**src/rtl/core/assert_macros.svh**
```systemverilog
// Assertion helpers used by the kqt_dp datapath.
`ifndef ASSERT_MACROS_SVH
`define ASSERT_MACROS_SVH

`ifndef SYNTHESIS

`define KQT_ASSERT(label, clk, rst_n, prop) \
  label: assert property (@(posedge clk) disable iff (!rst_n) (prop)) \
    else $error("keyed quantity table assertion failed");

`define KQT_ASSERT_IMPL(label, clk, rst_n, ante, cons) \
  label: assert property (@(posedge clk) disable iff (!rst_n) (ante) |-> (cons)) \
    else $error("keyed quantity table implication failed");

`define KQT_ASSERT_NEXT(label, clk, rst_n, ante, cons) \
  label: assert property (@(posedge clk) disable iff (!rst_n) (ante) |=> (cons)) \
    else $error("keyed quantity table sequence failed");

`else

`define KQT_ASSERT(label, clk, rst_n, prop)

`define KQT_ASSERT_IMPL(label, clk, rst_n, ante, cons)

`define KQT_ASSERT_NEXT(label, clk, rst_n, ante, cons)

`endif

`endif

```
**src/rtl/core/kqt_pkg.sv**
```systemverilog
package kqt_pkg;

  localparam int CAPACITY_DEF = 128;

  localparam int ACT_W     = 2;
  localparam int KEY_W     = 32;
  localparam int AMT_W     = 32;
  localparam int STATUS_W  = 2;
  localparam int IDX_OUT_W = 7;
  localparam int CNT_OUT_W = 8;

  typedef enum logic [ACT_W-1:0] {
    ACT_ADD    = 2'd0,
    ACT_UPDATE = 2'd1,
    ACT_DELETE = 2'd2,
    ACT_QUERY  = 2'd3
  } act_t;

  typedef enum logic [STATUS_W-1:0] {
    ST_OK        = 2'd0,
    ST_PRESENT   = 2'd1,
    ST_NOT_FOUND = 2'd2,
    ST_FULL      = 2'd3
  } status_t;

  typedef enum logic [2:0] {
    S_IDLE,
    S_SCAN,
    S_LAST,
    S_MOVE,
    S_DONE
  } state_t;

  typedef struct packed {
    logic accept;
    logic issue;
    logic capture;
    logic rd_last;
    logic move;
    logic finish;
  } dp_cmd_t;

  typedef struct packed {
    logic match;
    logic scan_more;
    logic cmp_vld;
    logic is_delete;
    logic out_free;
  } dp_sts_t;

endpackage

```
**src/rtl/core/kqt_ctrl.sv**
```systemverilog
module kqt_ctrl (
  input  logic              clk,
  input  logic              rst_n,
  input  logic              in_valid,
  output logic              in_ready,
  input  kqt_pkg::dp_sts_t  sts,
  output kqt_pkg::dp_cmd_t  cmd
);
  import kqt_pkg::*;

  state_t st_r;
  state_t st_nxt;

  always_ff @(posedge clk) begin
    if (!rst_n) begin
      st_r <= S_IDLE;
    end else begin
      st_r <= st_nxt;
    end
  end

  always_comb begin
    st_nxt   = st_r;
    cmd      = '0;
    in_ready = 1'b0;
    unique case (st_r)
      S_IDLE: begin
        in_ready = 1'b1;
        if (in_valid) begin
          cmd.accept = 1'b1;
          st_nxt     = S_SCAN;
        end
      end
      S_SCAN: begin
        cmd.issue = sts.scan_more && !sts.match;
        if (sts.match) begin
          cmd.capture = 1'b1;
          st_nxt      = sts.is_delete ? S_LAST : S_DONE;
        end else if (!sts.scan_more && !sts.cmp_vld) begin
          st_nxt = S_DONE;
        end
      end
      S_LAST: begin
        cmd.rd_last = 1'b1;
        st_nxt      = S_MOVE;
      end
      S_MOVE: begin
        cmd.move = 1'b1;
        st_nxt   = S_DONE;
      end
      S_DONE: begin
        if (sts.out_free) begin
          cmd.finish = 1'b1;
          st_nxt     = S_IDLE;
        end
      end
      default: begin
        st_nxt = S_IDLE;
      end
    endcase
  end

endmodule

```
**config.mk**
```make
export PLATFORM = sky130hd
export DESIGN_NAME = kqt_ctrl
export DESIGN_NICKNAME = d
export VERILOG_FILES = /design/src/rtl/core/assert_macros.svh /design/src/rtl/core/kqt_pkg.sv /design/src/rtl/core/kqt_ctrl.sv
export SDC_FILE = /design/constraint.sdc
export NUM_CORES = 1
export LEC_CHECK = 0
export ABC_AREA = 1
export BUFFER_PORTS_ARGS = -buffer_cell sky130_fd_sc_hd__buf_2
export CORE_AREA = 10 10 47 49
export DETAILED_ROUTE_END_ITERATION = 7
export DIE_AREA = 0 0 57 59
export GPL_ROUTABILITY_DRIVEN = 0
export MAX_ROUTING_LAYER = met4
export SLEW_MARGIN = 20
export SYNTH_ARGS = -nofsm -noshare
export SYNTH_HDL_FRONTEND = slang
export SYNTH_SLANG_ARGS = --single-unit
export TNS_END_PERCENT = 50
```
**constraint.sdc**
```tcl
create_clock -name clk -period 1 [get_ports clk]
set_input_delay 0.15 -clock clk [delete_from_list [all_inputs] [get_ports clk]]
set_output_delay 0.15 -clock clk [all_outputs]
set_load 0.005 [all_outputs]
```
==> summary.md, run 1 <==
| Metric | Value |
|---|---|
| Leak pwr | 0.2350 nW |
| PD cells | 1913 nW/um^2 |
| Vias in the first global route | 360 |
| Gr usage total | 5.684% |
| Syn Inst Count | 39 |
| Routed len/inst | 11.04 um |
| Routed via count | 332 |
| IO buf count | 14 |
| Die height | 59 um |
| Top reg by flops | st_r |
| Hold bufs inserted after CTS | 0 |
| First-pass GRT wire length | 1.366 mm |
| Pin count of the biggest net entering global routing | 8 |
| Setup crit end kind | primary output |
| Clock Skew | 0.003086 ns |
| # Max-Cap Violations | 0 |
| # diodes | 0 |
| # IOs | 15 |
| Vias/cell | 4.256 |
| Nets | 71 |
| CTS tree | yes |
| Num CTS Buffers | 3 |
| Slew Limit Fails | 0 |
| Total gr overflow | 0 |
| Die Area | 3363 um^2 |
| Fin util | 31.87% |
| Initial DRC Count | 0 |
| Layout Area Growth over Synthesis | 83.08% |
| Failing checks | negative setup slack |
| Hold Path Class | in -> reg |
| Min cycle time layout | 1.155 ns |
| RSZ-0062 raised after global routing | yes |
| Clock Tree Buf Depth | 2 |
| Most common cell after layout, fill and taps aside | buf_2 |
| Worst-Margin Slew | 0.1846 ns |
| DRC violations left | 0 |
| Worst Slack Setup Final | -0.1550 ns |
| Antenna violations before repair | 0 |
| Clk pin slew, worst setup/hold paths | 0.04 ns |
| Status | finished with violations |
| Most frequent cells in the layout | buf_2 (14), nor2_1 (9), inv_1 (6), buf_4 (5), nand2_1 (4) |
| Slew margin rel. | 87.59% |
| CTS Root Cell | clkbuf_4 |
| Die X-Extent | 57 um |
| Setup CP Type | reg -> out |
| Drt first pass iters | 1 |
| Flops & latches, synth | 3 |
| HPWL after detailed placement | 614.1 um |
| Initial Utilization | 17.41% |
| Count of final setup violators | 9 |
| Share of layout cells above drive strength 1 | 61.29% |
| CP max FO | 7 |
| Max Fclk | 865.8 MHz |
| Cell Area, Synth | 244.0 um^2 |
| Required @ worst endpoint | 0.85 ns |
| Synth warnings | 0 |
| Sequential area share after synthesis | 24.62% |
| Unique cell type count in the Yosys netlist | 14 |
| Worst-skew pair later-pin latency | 0.23 ns |
| IR drop worst, VDD | 0.4867 mV |
| Core Rows | 14 |
| Tcrit/Tclk final | 115.5% |
| Endpoints failing hold | 0 |
| Startpoint types | register |
| Pre-CTS WS | -0.04250 ns |
| Total core area | 1401 um^2 |
| Post-Syn Nets | 47 |
| CTS H-Tree Depth | 1 |
| Max reg flops | 3 |
| Clock sink count | 3 |
| WL final | 861 um |
| Worst Path Arrival | 1.01 ns |
| Syn Area/Cell | 6.256 um^2 |
| Largest registers | st_r (3) |
| Final antenna-violating net count | 0 |
-- where the power goes --
part           switching, W  total, W  internal [W]
logic              0.000200  0.000406      0.000206
registers         0.0000760  0.000236      0.000160
clock network     0.0000631  0.000213      0.000150
-- worst max-delay path: stages, from the launching register on --
cell and delay (ns):
dfxtp_4 0.38, nor4_2 0.24, buf_2 0.15
-- kinds of logic after synthesis --
group	count (synthesis)	share of synthesized area, %
compound gates	3	9.234
buf+inv	9	13.85
flops	3	24.62
simple gates	24	52.31
-- worst paths after layout --
kind              startpoint      end  slack (ns)  cells past startpoint
setup / recovery     st_r[0]   cmd[0]       -0.16                      2
hold / removal         rst_n  st_r[0]        0.19                      3
setup reg to reg     st_r[1]  st_r[2]       -0.06                      7
hold reg to reg      st_r[1]  st_r[2]        0.66                      4
-- per-stage QoR --
stage / hold WS (ns) / total power (W) / instance area [um^2] / TNS, ns / cells
6_report: 0.1854 / 0.0008544 / 446.7 / -0.8092 / 78
3_3_place_gp: 0.4112 / 0.0005047 / 341.6 / -0.02099 / 70
4_1_cts: 0.1859 / 0.0008427 / 426.7 / -0.8184 / 77
5_1_grt: 0.2110 / 0.0009341 / 446.7 / -1.499 / 78
2_1_floorplan: 0.3018 / 0.0003968 / 244.0 / 0 / 39
3_5_place_dp: 0.4280 / 0.0005079 / 341.6 / -0.04250 / 70
-- layout make-up --
cell class / count / area, um^2
Clock buffer: 4 / 26.28
Fill cell: 158 / 954.7
Inverter: 9 / 38.79
Multi-Input combinational cell: 27 / 182.7
Sequential cell: 3 / 71.32
Tap cell: 16 / 20.02
Timing Repair Buffer: 19 / 107.6
-- Yosys cell counts --
cell type,count,area share [%]
nor4_1,1,2.6
nor3_1,2,4.1
nor2_2,2,5.1
inv_1,6,9.2
nand3_1,1,2.0
nand2_1,5,7.7
dfxtp_1,3,25
o211ai_1,1,3.1
inv_2,3,4.6
nor2_4,1,4.6
a31oi_1,1,2.6
nor2_1,9,14
o21ai_2,1,3.6
nand3_2,3,12
-- routing by layer --
layer	wire length [um]	part of all wire, %	vias up	track usage (%)
met5	0	0	-	-
met4	17	2.0	0	6.040
met3	63	7.3	2	3.863
met2	501	58	6	9.612
met1	279	32	154	3.559
li1	-	-	170	-
-- repair_timing --
action	CTS	global route
buffers inserted	3	1
resized for setup	12	2
endpoints found under the setup margin	8	10
pin swaps	4	1
Power figures use the tool's default switching activity.
==> inputs of run 2 (changes only) <==
--- a/config.mk
+++ b/config.mk
@@ -12,6 +12,7 @@
 export DIE_AREA = 0 0 57 59
 export GPL_ROUTABILITY_DRIVEN = 0
 export MAX_ROUTING_LAYER = met4
+export SKIP_CTS_REPAIR_TIMING = 1
 export SLEW_MARGIN = 20
 export SYNTH_ARGS = -nofsm -noshare
 export SYNTH_HDL_FRONTEND = slang
==> constraint.sdc (replaced) <==
create_clock -name clk -period 1.5 [get_ports clk]
set_input_delay 0.225 -clock clk [delete_from_list [all_inputs] [get_ports clk]]
set_output_delay 0.225 -clock clk [all_outputs]
set_load 0.005 [all_outputs]
==> run 2 against run 1 <==
  * Critical endpoint unchanged
  * Clock-buffer cell count unchanged
  * Global-route usage down 0.98 points
  * Sequential power down 45%
  * Clock skew up 0.0039 ns
  * Register-to-register slack better by 0.53 ns
  * Largest power group unchanged
  * Sequential share of layout area up 0.70 points
  * Setup slack better by 0.32 ns
  * The run now ends clean
  * Critical path depth up 1
  * Utilization down 6.2 points
  * Combinational power down 51%
==> summary.md, run 2 (synthesized netlist as in run 1, its figures left out) <==
| Metric | Value |
|---|---|
| DRC violations left | 0 (unchanged) |
| Count of final setup violators | 0 (-9) |
| Leak pwr | 0.2020 nW (-14%) |
| Clock Tree Buf Depth | 2 (unchanged) |
| Worst Path Arrival | 1.11 ns (+0.10 ns) |
| Worst-skew pair later-pin latency | 0.23 ns (about the same) |
| Most common cell after layout, fill and taps aside | buf_2 |
| Slew margin rel. | 83.31% (-4.3 points) |
| Nets | 66 (-7.0%) |
| Slowest stage cell, crit path | dfxtp_1 |
| # diodes | 0 (unchanged) |
| Status | finished, final reports clean |
| Vias in the first global route | 283 (-21%) |
| Clk pin slew, worst setup/hold paths | 0.04 ns (about the same) |
| Num CTS Buffers | 3 (unchanged) |
| Register area | 60.06 um^2 (-16%) |
| Sequential Power Share | 27.3% (-0.3 points) |
| Share of layout cells above drive strength 1 | 47.37% (-14 points) |
| Final antenna-violating net count | 0 (unchanged) |
| Sw Ratio | 39.55% (-0.11 points) |
| Core Rows | 14 (unchanged) |
| Pre-CTS WS | 0.4263 ns (+0.4688 ns) |
| Layout Area Growth over Synthesis | 47.69% |
| Max reg flops | 3 (unchanged) |
| CTS tree | yes |
| Top reg by flops | st_r |
| WL final | 698 um (-19%) |
| Setup TNS Final | 0 ns (+0.8092 ns) |
| Placed Instances | 69 (-1.4%) |
| IO buf count | 14 (unchanged) |
| CTS Root Cell | clkbuf_4 |
| Gr usage total | 4.705% (-0.98 points) |
| Clock Skew | 0.007009 ns (+0.003923 ns) |
| Crit-path max cell delay | 0.42 ns (+0.04 ns) |
| # fillers | 174 (+10%) |
| Total gr overflow | 0 (unchanged) |
| HP Start | rst_n |
| Worst setup path startpoint | st_r[2] |
| Routed via count | 293 (-12%) |
| IR drop worst, VDD | 0.3577 mV (-26%) |
| PD cells | 1306 nW/um^2 (-32%) |
| Setup CP Type | reg -> out |
| Most frequent cells in the layout | buf_2 (14), nor2_1 (9), inv_1 (6), nand2_1 (5) |
| # IOs | 15 (unchanged) |
| CTS H-Tree Depth | 1 (unchanged) |
| Clock sink count | 3 (unchanged) |
| Endpoints failing hold | 0 (unchanged) |
| Die X-Extent | 57 um (unchanged) |
| Reg2Reg Launch Point | st_r[0] |
| Crit path cell chain | inv_2 > nor4_1 > buf_2 |
| Antenna violations before repair | 0 (unchanged) |
| First-pass GRT wire length | 1.179 mm (-14%) |
| Area of the multi-input gates | 150.1 um^2 (-18%) |
| HPWL after detailed placement | 595.3 um (-3.1%) |
| Largest registers | st_r (3) |
| Tcrit/Tclk final | 88.70% |
| Initial Utilization | 17.41% (unchanged) |
| Clock power share | 30.4% (+5.5 points) |
| Min cycle time layout | 1.331 ns |
| Total core area | 1401 um^2 (unchanged) |
| Slew Limit Fails | 0 (unchanged) |
| Startpoint types | register |
| Pin count of the biggest net entering global routing | 8 (unchanged) |
| Combinational power share | 42.2% (-5.3 points) |
| Finished Layout Cells | 73 (-6.4%) |
| # Max-Cap Violations | 0 (unchanged) |
| RSZ-0062 raised after global routing | no |
| Drt first pass iters | 4 (+3) |
| Die height | 59 um (unchanged) |
| Vias/cell | 4.014 (-5.7%) |
| Worst-Margin Slew | 0.2500 ns (+0.06539 ns) |
| Fin util | 25.71% (-6.2 points) |
| Initial DRC Count | 6 (+6) |
| CP max FO | 5 (-2) |
| Setup crit end kind | primary output |
| Routed len/inst | 9.562 um (-13%) |
| Die Area | 3363 um^2 (unchanged) |
| Power Internal | 0.0002844 W (-45%) |
| Sw power | 0.0001861 W (-45%) |
| Max Fclk | 751.6 MHz |
| Worst Slack Setup Final | 0.1694 ns (+0.3245 ns) |
| Hold Path Class | in -> reg |
| Required @ worst endpoint | 1.27 ns (+0.42 ns) |
run 2: path summary, 6_finish.rpt:
kind	cells after the start	end	slack, ns
worst min register to register	3	st_r[0]	0.70
worst max register to register	5	st_r[2]	0.47
worst min-delay path	3	st_r[1]	0.24
worst max-delay path	3	cmd[0]	0.17
run 2: layer usage:
| metal | part of all wire, % | track usage (%) | vias up | wire length [um] |
|---|---|---|---|---|
| li1 | - | - | 159 | - |
| met1 | 38 | 4.028 | 126 | 268 |
| met2 | 52 | 6.977 | 8 | 363 |
| met3 | 9.5 | 3.863 | 0 | 66 |
| met4 | 0 | 3.020 | 0 | 0 |
| met5 | 0 | - | - | 0 |
run 2: power groups by stage:
stage                     Sequential (W)  Combinational [W]  Clock (W)
after global routing            0.000131           0.000227   0.000166
after global placement          0.000129           0.000203          0
after CTS                       0.000128           0.000203   0.000149
final                           0.000129           0.000199   0.000143
after detailed placement        0.000130           0.000202          0
after floorplan                 0.000124           0.000140          0
run 2: per-stage QoR:
| step | hold slack (ns) | total power (W) | area [um^2] |
|---|---|---|---|
| 3_3_place_gp | 0.4928 | 0.0003320 | 334.1 |
| 3_5_place_dp | 0.4783 | 0.0003316 | 334.1 |
| 4_1_cts | 0.2324 | 0.0004812 | 360.3 |
| 5_1_grt | 0.2541 | 0.0005241 | 360.3 |
| 2_1_floorplan | 0.3768 | 0.0002645 | 244.0 |
| 6_report | 0.2362 | 0.0004705 | 360.3 |
run 2: area by class of cell:
type / instances / share of cell area [%]
multi-input cells: 27 / 41.67
repair buffers: 14 / 19.44
flip-flops and latches: 3 / 16.67
inverters: 9 / 9.375
clock buffers: 4 / 7.292
well taps: 16 / 5.556
run 2: critical path, delay by kind of cell (launching register included):
family / cells / cell delay, ns
buffers and inverters: 2 / 0.23
and+or+nand+nor: 1 / 0.22
DFF: 1 / 0.42
